## config.mk

```make
export PLATFORM = sky130hd
export DESIGN_NAME = link_delay_loss_emulator
export DESIGN_NICKNAME = d
export VERILOG_FILES = /design/src/rtl/lde_pkg.sv /design/src/rtl/lde_ram.sv /design/src/rtl/link_delay_loss_emulator.sv
export VERILOG_INCLUDE_DIRS = /design/src /design/src/rtl
export SDC_FILE = /design/constraint.sdc
export NUM_CORES = 2
export LEC_CHECK = 0
export CORE_AREA = 2 2 503 505
export CTS_BUF_LIST = sky130_fd_sc_hd__clkbuf_16
export CTS_CLUSTER_SIZE = 30
export DETAILED_ROUTE_END_ITERATION = 16
export DIE_AREA = 0 0 505 507
export DONT_BUFFER_PORTS = 1
export PLACE_DENSITY = 0.75
export SLEW_MARGIN = 20
export SYNTH_ARGS = -nofsm -noshare
export SYNTH_HDL_FRONTEND = slang
export SYNTH_SLANG_ARGS = --single-unit
```

## constraint.sdc

```tcl
create_clock -name clock -period 11.2 [get_ports clock]
set_input_delay 2.24 -clock clock [delete_from_list [all_inputs] [get_ports clock]]
set_output_delay 2.24 -clock clock [all_outputs]
set_load 0.01 [all_outputs]
```

## src/rtl/link_delay_loss_emulator_defines.svh

```systemverilog
// ----------------------------------------------------------------------------
// Link delay and loss emulator: assertion macros
// Concurrent assertion helpers, compiled away when SYNTHESIS is defined.
// ----------------------------------------------------------------------------
`ifndef LINK_DELAY_LOSS_EMULATOR_DEFINES_SVH
`define LINK_DELAY_LOSS_EMULATOR_DEFINES_SVH

`ifndef SYNTHESIS
// Check a property on every clock edge outside reset.
`define LDE_ASSERT(label, clk, rst, prop, msg) \
   label: assert property (@(posedge clk) disable iff (rst) (prop)) else $error(msg);
// Check that a condition in one cycle brings a consequence in the next.
`define LDE_ASSERT_NEXT(label, clk, rst, ante, cons, msg) \
   label: assert property (@(posedge clk) disable iff (rst) (ante) |=> (cons)) else $error(msg);
`else
`define LDE_ASSERT(label, clk, rst, prop, msg)
`define LDE_ASSERT_NEXT(label, clk, rst, ante, cons, msg)
`endif

`endif

```

## src/rtl/lde_pkg.sv

```systemverilog
// ----------------------------------------------------------------------------
// Link delay and loss emulator package
// Field widths, command, event and register codes, and beat structs.
// ----------------------------------------------------------------------------
package lde_pkg;

   localparam int TABLE_ENTRIES_DEF = 16;
   localparam int QUEUE_DEPTH_DEF   = 64;

   localparam int CMD_W   = 2;
   localparam int IDX_W   = 4;
   localparam int IP_W    = 32;
   localparam int PORT_W  = 16;
   localparam int DELAY_W = 16;
   localparam int PCT_W   = 7;
   localparam int TAG_W   = 16;
   localparam int EV_W    = 4;

   localparam int CSR_ADDR_W = 4;
   localparam int CSR_DATA_W = 32;

   localparam logic [CMD_W-1:0] CMD_LOAD   = 2'd0;
   localparam logic [CMD_W-1:0] CMD_ARRIVE = 2'd1;
   localparam logic [CMD_W-1:0] CMD_TICK   = 2'd2;

   localparam logic [EV_W-1:0] EV_LOADED        = 4'd0;
   localparam logic [EV_W-1:0] EV_DUPLICATE     = 4'd1;
   localparam logic [EV_W-1:0] EV_CIRCULAR      = 4'd2;
   localparam logic [EV_W-1:0] EV_QUEUED        = 4'd3;
   localparam logic [EV_W-1:0] EV_NO_ROUTE      = 4'd4;
   localparam logic [EV_W-1:0] EV_FULL          = 4'd5;
   localparam logic [EV_W-1:0] EV_FORWARDED     = 4'd6;
   localparam logic [EV_W-1:0] EV_LOST          = 4'd7;
   localparam logic [EV_W-1:0] EV_DELAY_STARTED = 4'd8;
   localparam logic [EV_W-1:0] EV_IDLE          = 4'd9;

   localparam logic [1:0] REG_OWN_IP      = 2'd0;
   localparam logic [1:0] REG_OWN_PORT    = 2'd1;
   localparam logic [1:0] REG_QUEUE_LIMIT = 2'd2;

   localparam logic [PCT_W-1:0] QUEUE_LIMIT_RESET = 7'd64;

   typedef struct packed {
      logic [CMD_W-1:0]   cmd;
      logic [IDX_W-1:0]   entry_index;
      logic [IP_W-1:0]    dest_ip;
      logic [PORT_W-1:0]  dest_port;
      logic [IP_W-1:0]    next_ip;
      logic [PORT_W-1:0]  next_port;
      logic [DELAY_W-1:0] delay_ms;
      logic [PCT_W-1:0]   loss_percent;
      logic [TAG_W-1:0]   packet_tag;
      logic [PCT_W-1:0]   roll;
   } req_type;

   typedef struct packed {
      logic [EV_W-1:0]   event_res;
      logic [TAG_W-1:0]  out_tag;
      logic [IP_W-1:0]   hop_ip;
      logic [PORT_W-1:0] hop_port;
   } rsp_type;

endpackage

```

## src/rtl/lde_ram.sv

```systemverilog
// ----------------------------------------------------------------------------
// Generic simple dual-port RAM
// One write port, one read port with registered read data (read-first).
// ----------------------------------------------------------------------------
module lde_ram #(
   parameter int WIDTH = 8,
   parameter int DEPTH = 4
) (
   input  logic                                   clock,
   input  logic                                   wr_en,
   input  logic [((DEPTH > 1) ? $clog2(DEPTH) : 1)-1:0] wr_addr,
   input  logic [WIDTH-1:0]                       wr_data,
   input  logic [((DEPTH > 1) ? $clog2(DEPTH) : 1)-1:0] rd_addr,
   output logic [WIDTH-1:0]                       rd_data
);

   logic [WIDTH-1:0] mem_ff [DEPTH];
   logic [WIDTH-1:0] rd_data_ff;

   always_ff @(posedge clock) begin
      if (wr_en) begin
         mem_ff[wr_addr] <= wr_data;
      end
      rd_data_ff <= mem_ff[rd_addr];
   end

   assign rd_data = rd_data_ff;

endmodule

```

## src/rtl/link_delay_loss_emulator.sv

```systemverilog
// ----------------------------------------------------------------------------
// Link delay and loss emulator
// Forwarding table, packet tag queue and millisecond delay/loss engine.
// ----------------------------------------------------------------------------
//
//   channel   ports                                   beat taken when
//   -------   -------------------------------------   ------------------------------
//   request   start, busy, req_data                   start high and busy low
//   result    rsp_valid, rsp_data                     rsp_valid high (one cycle only)
//   config    psel, penable, pwrite, paddr, pwdata,   psel, penable, pwrite, pready
//             prdata, pready
//
// Each request beat gives exactly one result beat: the beat passes through the
// input register and then the result register, which drives rsp_valid. busy
// never rises; the table is compared in parallel and the queue head is
// prefetched, so one beat a cycle holds.
// The result side cannot stall: each result is shown for one cycle only.
// reset is synchronous and clears the valid bits, pointers, engine and registers.
// ----------------------------------------------------------------------------
`include "link_delay_loss_emulator_defines.svh"

module link_delay_loss_emulator #(
   parameter int TABLE_ENTRIES = lde_pkg::TABLE_ENTRIES_DEF,
   parameter int QUEUE_DEPTH   = lde_pkg::QUEUE_DEPTH_DEF
) (
   input  logic                                clock,
   input  logic                                reset,
   // request channel
   input  logic                                start,
   output logic                                busy,
   input  lde_pkg::req_type                    req_data,
   // result channel
   output logic                                rsp_valid,
   output lde_pkg::rsp_type                    rsp_data,
   // configuration port
   input  logic                                psel,
   input  logic                                penable,
   input  logic                                pwrite,
   input  logic [lde_pkg::CSR_ADDR_W-1:0]      paddr,
   input  logic [lde_pkg::CSR_DATA_W-1:0]      pwdata,
   output logic [lde_pkg::CSR_DATA_W-1:0]      prdata,
   output logic                                pready
);

   localparam int SLOT_W  = (TABLE_ENTRIES > 1) ? $clog2(TABLE_ENTRIES) : 1;
   localparam int PTR_W   = $clog2(QUEUE_DEPTH);
   localparam int CNT_W   = $clog2(QUEUE_DEPTH + 1);
   localparam int LIM_W   = (CNT_W > lde_pkg::PCT_W) ? CNT_W : lde_pkg::PCT_W;
   localparam int QWORD_W = SLOT_W + lde_pkg::TAG_W;

   localparam logic [PTR_W-1:0] LAST_PTR  = PTR_W'(QUEUE_DEPTH - 1);
   localparam logic [CNT_W-1:0] DEPTH_CNT = CNT_W'(QUEUE_DEPTH);

   // ------------------------------------------------------------------------
   // Configuration registers
   // ------------------------------------------------------------------------
   logic [lde_pkg::IP_W-1:0]   own_ip_ff;
   logic [lde_pkg::PORT_W-1:0] own_port_ff;
   logic [lde_pkg::PCT_W-1:0]  queue_limit_ff;
   logic                       csr_write;
   logic [1:0]                 csr_index;

   assign pready    = 1'b1;
   assign csr_write = psel && penable && pwrite && pready;
   // Registers sit on word addresses; the low two address bits are ignored.
   assign csr_index = paddr[3:2];

   always_ff @(posedge clock) begin
      if (reset) begin
         own_ip_ff      <= '0;
         own_port_ff    <= '0;
         queue_limit_ff <= lde_pkg::QUEUE_LIMIT_RESET;
      end else if (csr_write) begin
         case (csr_index)
            lde_pkg::REG_OWN_IP:      own_ip_ff      <= pwdata[lde_pkg::IP_W-1:0];
            lde_pkg::REG_OWN_PORT:    own_port_ff    <= pwdata[lde_pkg::PORT_W-1:0];
            lde_pkg::REG_QUEUE_LIMIT: queue_limit_ff <= pwdata[lde_pkg::PCT_W-1:0];
            default: ;
         endcase
      end
   end

   always_comb begin
      case (csr_index)
         lde_pkg::REG_OWN_IP:      prdata = own_ip_ff;
         lde_pkg::REG_OWN_PORT:
            prdata = {{(lde_pkg::CSR_DATA_W - lde_pkg::PORT_W){1'b0}}, own_port_ff};
         lde_pkg::REG_QUEUE_LIMIT:
            prdata = {{(lde_pkg::CSR_DATA_W - lde_pkg::PCT_W){1'b0}}, queue_limit_ff};
         default:                  prdata = '0;
      endcase
   end

   // ------------------------------------------------------------------------
   // Input register: hold each accepted beat for processing
   // ------------------------------------------------------------------------
   logic             item_valid_ff;
   lde_pkg::req_type item_ff;

   assign busy = 1'b0;

   always_ff @(posedge clock) begin
      if (reset) begin
         item_valid_ff <= 1'b0;
      end else begin
         item_valid_ff <= start && !busy;
      end
      if (start && !busy) begin
         item_ff <= req_data;
      end
   end

   // ------------------------------------------------------------------------
   // Forwarding table: valid bits reset, payload written by load beats only
   // ------------------------------------------------------------------------
   logic                         entry_valid_ff     [TABLE_ENTRIES];
   logic [lde_pkg::IP_W-1:0]     entry_dest_ip_ff   [TABLE_ENTRIES];
   logic [lde_pkg::PORT_W-1:0]   entry_dest_port_ff [TABLE_ENTRIES];
   logic [lde_pkg::IP_W-1:0]     entry_hop_ip_ff    [TABLE_ENTRIES];
   logic [lde_pkg::PORT_W-1:0]   entry_hop_port_ff  [TABLE_ENTRIES];
   logic [lde_pkg::DELAY_W-1:0]  entry_delay_ff     [TABLE_ENTRIES];
   logic [lde_pkg::PCT_W-1:0]    entry_loss_ff      [TABLE_ENTRIES];

   logic                         tbl_we;
   logic [SLOT_W-1:0]            slot;
   logic [TABLE_ENTRIES-1:0]     match;
   logic                         dup;
   logic                         circ;
   logic                         hit;
   logic [SLOT_W-1:0]            hit_slot;

   // Fold entry_index onto the table: a sixteen-way constant lookup.
   always_comb begin
      slot = '0;
      for (int v = 0; v < (1 << lde_pkg::IDX_W); v++) begin
         if (item_ff.entry_index == lde_pkg::IDX_W'(v)) begin
            slot = SLOT_W'(v % TABLE_ENTRIES);
         end
      end
   end

   // Compare every slot against the destination at once.
   always_comb begin
      dup      = 1'b0;
      hit      = 1'b0;
      hit_slot = '0;
      for (int i = 0; i < TABLE_ENTRIES; i++) begin
         match[i] = entry_valid_ff[i] && (entry_dest_ip_ff[i] == item_ff.dest_ip)
                    && (entry_dest_port_ff[i] == item_ff.dest_port);
         if (match[i] && (SLOT_W'(i) != slot)) begin
            dup = 1'b1;
         end
      end
      // Lowest matching slot wins.
      for (int i = TABLE_ENTRIES - 1; i >= 0; i--) begin
         if (match[i]) begin
            hit      = 1'b1;
            hit_slot = SLOT_W'(i);
         end
      end
   end

   assign circ = (item_ff.next_ip == own_ip_ff) && (item_ff.next_port == own_port_ff);

   always_ff @(posedge clock) begin
      if (reset) begin
         for (int i = 0; i < TABLE_ENTRIES; i++) begin
            entry_valid_ff[i] <= 1'b0;
         end
      end else if (tbl_we) begin
         entry_valid_ff[slot] <= 1'b1;
      end
      if (tbl_we) begin
         entry_dest_ip_ff[slot]   <= item_ff.dest_ip;
         entry_dest_port_ff[slot] <= item_ff.dest_port;
         entry_hop_ip_ff[slot]    <= item_ff.next_ip;
         entry_hop_port_ff[slot]  <= item_ff.next_port;
         entry_delay_ff[slot]     <= item_ff.delay_ms;
         entry_loss_ff[slot]      <= item_ff.loss_percent;
      end
   end

   // ------------------------------------------------------------------------
   // Packet queue: tag and route in RAM, pointers and count in flops
   // ------------------------------------------------------------------------
   logic [PTR_W-1:0]   head_ff, head_in;
   logic [PTR_W-1:0]   tail_ff, tail_in;
   logic [CNT_W-1:0]   count_ff, count_in;
   logic               ram_we;
   logic [QWORD_W-1:0] ram_wdata;
   logic [QWORD_W-1:0] ram_rdata;
   logic               bypass_ff;
   logic [QWORD_W-1:0] bypass_data_ff;
   logic [QWORD_W-1:0] front;
   logic [lde_pkg::TAG_W-1:0] front_tag;
   logic [SLOT_W-1:0]  front_route;
   logic               full;

   assign ram_wdata = {hit_slot, item_ff.packet_tag};

   // The RAM always reads the next head place, so the front entry is ready
   // the cycle after a pop. A write into that same place is forwarded.
   lde_ram #(
      .WIDTH (QWORD_W),
      .DEPTH (QUEUE_DEPTH)
   ) u_queue_ram (
      .clock   (clock),
      .wr_en   (ram_we),
      .wr_addr (tail_ff),
      .wr_data (ram_wdata),
      .rd_addr (head_in),
      .rd_data (ram_rdata)
   );

   always_ff @(posedge clock) begin
      if (reset) begin
         bypass_ff <= 1'b0;
      end else begin
         bypass_ff <= ram_we && (tail_ff == head_in);
      end
      bypass_data_ff <= ram_wdata;
   end

   assign front       = bypass_ff ? bypass_data_ff : ram_rdata;
   assign front_tag   = front[lde_pkg::TAG_W-1:0];
   assign front_route = front[QWORD_W-1:lde_pkg::TAG_W];

   // Full at the programmed limit or at the physical depth, whichever first.
   assign full = (LIM_W'(count_ff) >= LIM_W'(queue_limit_ff)) || (count_ff >= DEPTH_CNT);

   // ------------------------------------------------------------------------
   // Delay engine and result selection
   // ------------------------------------------------------------------------
   logic                         delaying_ff, delaying_in;
   logic [lde_pkg::DELAY_W-1:0]  remaining_ff, remaining_in;
   logic                         rsp_valid_ff;
   lde_pkg::rsp_type             rsp_ff, rsp_in;

   always_comb begin
      head_in      = head_ff;
      tail_in      = tail_ff;
      count_in     = count_ff;
      delaying_in  = delaying_ff;
      remaining_in = remaining_ff;
      tbl_we       = 1'b0;
      ram_we       = 1'b0;
      rsp_in       = '{event_res: lde_pkg::EV_IDLE, out_tag: '0, hop_ip: '0, hop_port: '0};
      if (item_valid_ff) begin
         case (item_ff.cmd)
            lde_pkg::CMD_LOAD: begin
               // Duplicate destination takes precedence over a circular hop.
               if (dup) begin
                  rsp_in.event_res = lde_pkg::EV_DUPLICATE;
               end else if (circ) begin
                  rsp_in.event_res = lde_pkg::EV_CIRCULAR;
               end else begin
                  tbl_we           = 1'b1;
                  rsp_in.event_res = lde_pkg::EV_LOADED;
               end
            end
            lde_pkg::CMD_ARRIVE: begin
               rsp_in.out_tag = item_ff.packet_tag;
               if (full) begin
                  rsp_in.event_res = lde_pkg::EV_FULL;
               end else if (!hit) begin
                  rsp_in.event_res = lde_pkg::EV_NO_ROUTE;
               end else begin
                  ram_we           = 1'b1;
                  tail_in          = (tail_ff == LAST_PTR) ? '0 : tail_ff + PTR_W'(1);
                  count_in         = count_ff + CNT_W'(1);
                  rsp_in.event_res = lde_pkg::EV_QUEUED;
               end
            end
            lde_pkg::CMD_TICK: begin
               if (delaying_ff && (count_ff != '0)) begin
                  if (remaining_ff != '0) begin
                     // Count the delay down; answer idle.
                     remaining_in = remaining_ff - lde_pkg::DELAY_W'(1);
                  end else begin
                     // Delay spent: pop the front packet and roll for loss.
                     head_in        = (head_ff == LAST_PTR) ? '0 : head_ff + PTR_W'(1);
                     count_in       = count_ff - CNT_W'(1);
                     delaying_in    = 1'b0;
                     rsp_in.out_tag = front_tag;
                     if (item_ff.roll >= entry_loss_ff[front_route]) begin
                        rsp_in.event_res = lde_pkg::EV_FORWARDED;
                        rsp_in.hop_ip    = entry_hop_ip_ff[front_route];
                        rsp_in.hop_port  = entry_hop_port_ff[front_route];
                     end else begin
                        rsp_in.event_res = lde_pkg::EV_LOST;
                     end
                  end
               end else begin
                  // Drop a stale delaying flag, then start the front packet.
                  delaying_in = 1'b0;
                  if (count_ff != '0) begin
                     delaying_in      = 1'b1;
                     remaining_in     = entry_delay_ff[front_route];
                     rsp_in.event_res = lde_pkg::EV_DELAY_STARTED;
                     rsp_in.out_tag   = front_tag;
                  end
               end
            end
            default: ;
         endcase
      end
   end

   always_ff @(posedge clock) begin
      if (reset) begin
         head_ff      <= '0;
         tail_ff      <= '0;
         count_ff     <= '0;
         delaying_ff  <= 1'b0;
         remaining_ff <= '0;
         rsp_valid_ff <= 1'b0;
      end else begin
         head_ff      <= head_in;
         tail_ff      <= tail_in;
         count_ff     <= count_in;
         delaying_ff  <= delaying_in;
         remaining_ff <= remaining_in;
         rsp_valid_ff <= item_valid_ff;
      end
      rsp_ff <= rsp_in;
   end

   assign rsp_valid = rsp_valid_ff;
   assign rsp_data  = rsp_ff;

   // ------------------------------------------------------------------------
   // Assertions
   // ------------------------------------------------------------------------
   logic queue_empty;
   logic empty_ptrs_ok;
   logic resolve_shown;

   assign queue_empty   = (count_ff == '0);
   assign empty_ptrs_ok = !queue_empty || (head_ff == tail_ff);
   assign resolve_shown = rsp_valid_ff && ((rsp_ff.event_res == lde_pkg::EV_FORWARDED)
                                           || (rsp_ff.event_res == lde_pkg::EV_LOST));

   `LDE_ASSERT(a_count_bound, clock, reset, count_ff <= DEPTH_CNT, "queue count above depth")
   `LDE_ASSERT(a_empty_ptrs, clock, reset, empty_ptrs_ok, "pointers apart on an empty queue")
   `LDE_ASSERT_NEXT(a_one_result, clock, reset, item_valid_ff, rsp_valid_ff, "result missing")
   `LDE_ASSERT_NEXT(a_pop_nonempty, clock, reset, queue_empty, !resolve_shown, "pop from empty")

endmodule

```

==> results.md <==
* Sequential Area at 104000 sq um
* Mapped cell area at 142000 sq um
* Count of hold buffers inserted by post-cts repair at 0
* Core footprint at 250000 sq um
* M3 GR Usage at 6.21%
* RSZ-0062 raised after global routing: no
* Die ar. at 256000 sq um
* Pre-antenna DRT Iters at 7
* Vias in the first global route at 82234
* Status: finished, final reports clean
* CP arrival at 7.43 ns
* Sequential group share of total power at 54.3%
* Initial DRC Count at 12218
* Final Hold Fails at 0
* CTS tree: done
* Area contributors post-synth: edfxtp_1 (70%), mux4_2 (4.5%), nand2_1 (4.2%)
* Resize count post-CTS at 0
* Largest area contributor in the netlist: edfxtp_1
* WHS Endpoint: entry_valid_ff[4]$_DFF_P_
* Yosys warns at 0
* Tmin final at 6.67 ns
* P&R area growth vs syn at 11.1%
* Clk_skew at 0.120 ns
* Post-synth top flop: edfxtp_1
* Max stage delay on crit path at 0.79 ns
* Post-Syn Nets at 9403
* # IOs at 293
* Sw Ratio at 20.8%
* Worst-path cell chain: buf_4 -> mux2i_4 -> buf_4 -> buf_4 -> buf_4 -> mux4_2 -> nand2_1 -> nand2_1 -> o21ai_0 -> ha_1 -> a21oi_1 -> or4_2 -> buf_4 -> a211oi_1
* Crit-path leading delay family: buffers and inverters
* CP dominant cell by count: buf_4
* Layout cells sized above 1 at 12.0%
* Via count at 83881
* Async SR Flop Fraction at 0%
* FF-to-FF Start: bypass_ff$_SDFF_PP0_
* Gate power share at 3.1%
* Synth Area in XOR/XNOR at 4.60%
* Buffers on Ports at 0
* Final wirelength at 373000 um
* Footprint of the multi-input gates at 36100 sq um
* Fin Setup TNS at 0 ns
* CTS clk-pin slew, worst paths at 0.06 ns
* Worst hold path depth at 2
* Met2 Usage GRT at 44.8%
* DP HPWL at 196000 um
* Count of non-filler cells in the finished layout at 12886
* ANT nets after route at 0
* DR WL/cell at 29.0 um
* GRT Util Overall at 28.6%
* Largest net degree at the start of global routing at 208
* Clk sinks at 3550
* Max-cap violations at 0
* Leak Pwr at 51.8 nW
* Type of the worst setup path: reg2reg
* Placer Congestion at 0.950
* First-pass GRT wire length at 540000 um
* Die Height at 507 um
* Fill cells at 17091
* Fraction of the yosys area taken by sequential cells at 73.4%
* Type of the tightest min-delay check: reg2reg
* Final nets at 9458
* Post-DR vias/cell at 6.51
* Clock buffer depth at 4
* Startpoint types: register
* Met1 Resource Use GR at 39.2%
* Post-CTS Setup Inserts at 0
* Buf+Inv Stages, Crit Path at 5
* H-tree level count at 5
* Num CTS Buffers at 363
* Worst slew pin tran at 1.26 ns
* Clk network pwr share at 42.6%
* Row count at 184
* Period utilization at 59.6%
* Busiest layer in global routing: met2
* Synth Area in Compound Gates at 4.11%
* CP required at 11.96 ns
* Max VDD drop at 179 uV
* Placed Area at 147000 sq um
* Inst Count DP at 12224
* Critical path's slowest cell: buf_4
* Maximum fanout along the worst path at 48
* Simple-gate share of the synthesized area at 10.7%
* Synth Area per Inst at 15.5 sq um
* Pwr Density at 173 nW/um^2
* Worst skew pair latency at 1.00 ns
* Largest family of logic cells by synthesized area: simple AND/OR/NAND/NOR gates
* Mux contribution to synthesized area at 5.27%
* Worst r2r dst: rsp_data[18]$_SDFF_PP0_
* Worst r2r path cells at 14
* Die X at 505 um
* FMAX at 150 MHz
* # setup viols final at 0
* Remaining DRCs at 0
* Setup crit end kind: register
* Initial antenna violation count at 32
* Finished Cell Area at 158000 sq um
* P_int at 0.0216 W
* Post-synth EDFFs at 3332
* Net Switching at 0.00569 W
* CTS Root Cell: clkbuf_16
* Beginning of the worst hold path: entry_valid_ff[4]$_DFF_P_
* Reg2Reg Setup Slack at 4.53 ns
* Starting Density at 56.8%
* Total grt overflow at 0
* Final Max Tran Viols at 0
* Yosys cell types at 78
* Share of the synthesized area in the top cell type at 70.4%
* Slew margin rel. at 15.1%
* Post-synthesis register bit count at 3550
* Cells after synthesis at 9186
* Adder-cell share of the synthesized area at 0.243%
[synth_stat cells (12+ instances only)]
cell,instances
edfxtp_1,3332
nand2_1,1582
xnor2_1,439
and3_1,323
clkbuf_1,323
a311oi_1,317
xor2_1,308
mux4_2,284
dfxtp_1,218
nor2_1,218
nor4_1,206
nand4_1,202
nand2b_1,162
a211oi_1,114
buf_2,105
a21oi_1,98
nand3_1,94
mux2i_1,86
buf_1,81
or4_1,78
nor2b_1,77
o21ai_0,63
inv_1,60
nor3_1,52
a22oi_1,46
and2_1,27
ha_1,26
o2111ai_1,22
o221ai_1,21
mux2_2,19
nand4b_1,14
nor3b_1,12
nor4b_1,12
[final cells by class]
cell class | instances | share of cell area (%)
clock buffers | 364 | 5.77
repair buffers | 211 | 1.07
inverters | 60 | 0.143
flip-flops and latches | 3550 | 66.1
diodes | 17 | 0.0269
clock inverters | 281 | 1.42
multi-input cells | 5055 | 22.8
well taps | 3348 | 2.65
[registers in the layout, summed over array words and instances, names as in the netlist, 6 cells and up]
signal / cells
entry_dest_port_ff: 256
entry_valid_ff: 16
queue_limit_ff: 7
tail_ff: 6
entry_hop_ip_ff: 512
u_queue_ram.mem_ff: 1280
item_ff: 148
rsp_data: 68
entry_loss_ff: 112
head_ff: 6
own_port_ff: 16
entry_delay_ff: 256
entry_hop_port_ff: 256
entry_dest_ip_ff: 512
own_ip_ff: 32
bypass_data_ff: 20
remaining_ff: 16
u_queue_ram.rd_data: 20
count_ff: 7
[routing by layer]
metal  part of all wire (%)  vias to the layer above
li1                       -                    35263
met3                     12                      908
met4                    4.5                       24
met5                  0.045                        -
met1                     37                    42384
met2                     47                     5302
[per-stage QoR]
| step | hold slack (ns) | util (%) | power [W] | worst slack, ns |
|---|---|---|---|---|
| final | 0.476 | 63.1 | 0.0273 | 4.53 |
| after global routing | 0.505 | 63.1 | 0.0279 | 4.14 |
| after CTS | 0.475 | 63.0 | 0.0274 | 4.47 |
| after detailed placement | 0.461 | 58.5 | 0.0159 | 4.57 |
| after global placement | 0.448 | 58.5 | 0.0159 | 4.63 |
| after floorplan | 0.430 | - | 0.0155 | -0.450 |
[power groups by stage]
stage | clock [W] | sequential, W | combinational (W)
2_1_floorplan | 0 | 0.0151 | 0.000429
5_1_grt | 0.0122 | 0.0148 | 0.000877
3_3_place_gp | 0 | 0.0151 | 0.000796
3_5_place_dp | 0 | 0.0151 | 0.000817
4_1_cts | 0.0117 | 0.0148 | 0.000821
6_report | 0.0116 | 0.0148 | 0.000838
[logic make-up after synthesis]
group                      after synthesis
DFF                                   3550
and+or+nand+nor                       3123
AOI/OAI and AO/OA                      765
xor gates and xnor gates               747
buffers and inverters                  581
muxes                                  391
adders and majority gates               27
other                                    2
[worst max-delay path by stage]
stage	endpoint	cells after the start	startpoint	slack [ns]
floorplan	entry_delay_ff[10][0]$_DFFE_PP_	11	item_ff[104]$_DFFE_PP_	-0.45
global placement	rsp_data[43]$_SDFF_PP0_	14	bypass_ff$_SDFF_PP0_	4.63
detailed placement	rsp_data[43]$_SDFF_PP0_	14	bypass_ff$_SDFF_PP0_	4.57
CTS	rsp_data[18]$_SDFF_PP0_	14	bypass_ff$_SDFF_PP0_	4.47
global route	rsp_data[18]$_SDFF_PP0_	14	bypass_ff$_SDFF_PP0_	4.14
finish	rsp_data[18]$_SDFF_PP0_	14	bypass_ff$_SDFF_PP0_	4.53
[tightest hold or removal path, delay by kind of cell (launching register included)]
| family | cells | cell delay, ns |
|---|---|---|
| flip-flops | 1 | 0.32 |
| AND/OR/NAND/NOR | 1 | 0.07 |
| AO/OA/AOI/OAI | 1 | 0.04 |
[placed cells by master, fill, tap and decap left out, types with 200 or more instances in the layout]
cell          n
dfxtp_1     218
buf_4       203
xor2_1      308
nor4_1      200
nand4_1     202
and3_1      323
mux4_2      284
a311oi_1    316
xnor2_1     439
edfxtp_1   3332
nand2_1    1577
clkbuf_16   364
Power figures use the tool's default switching activity.
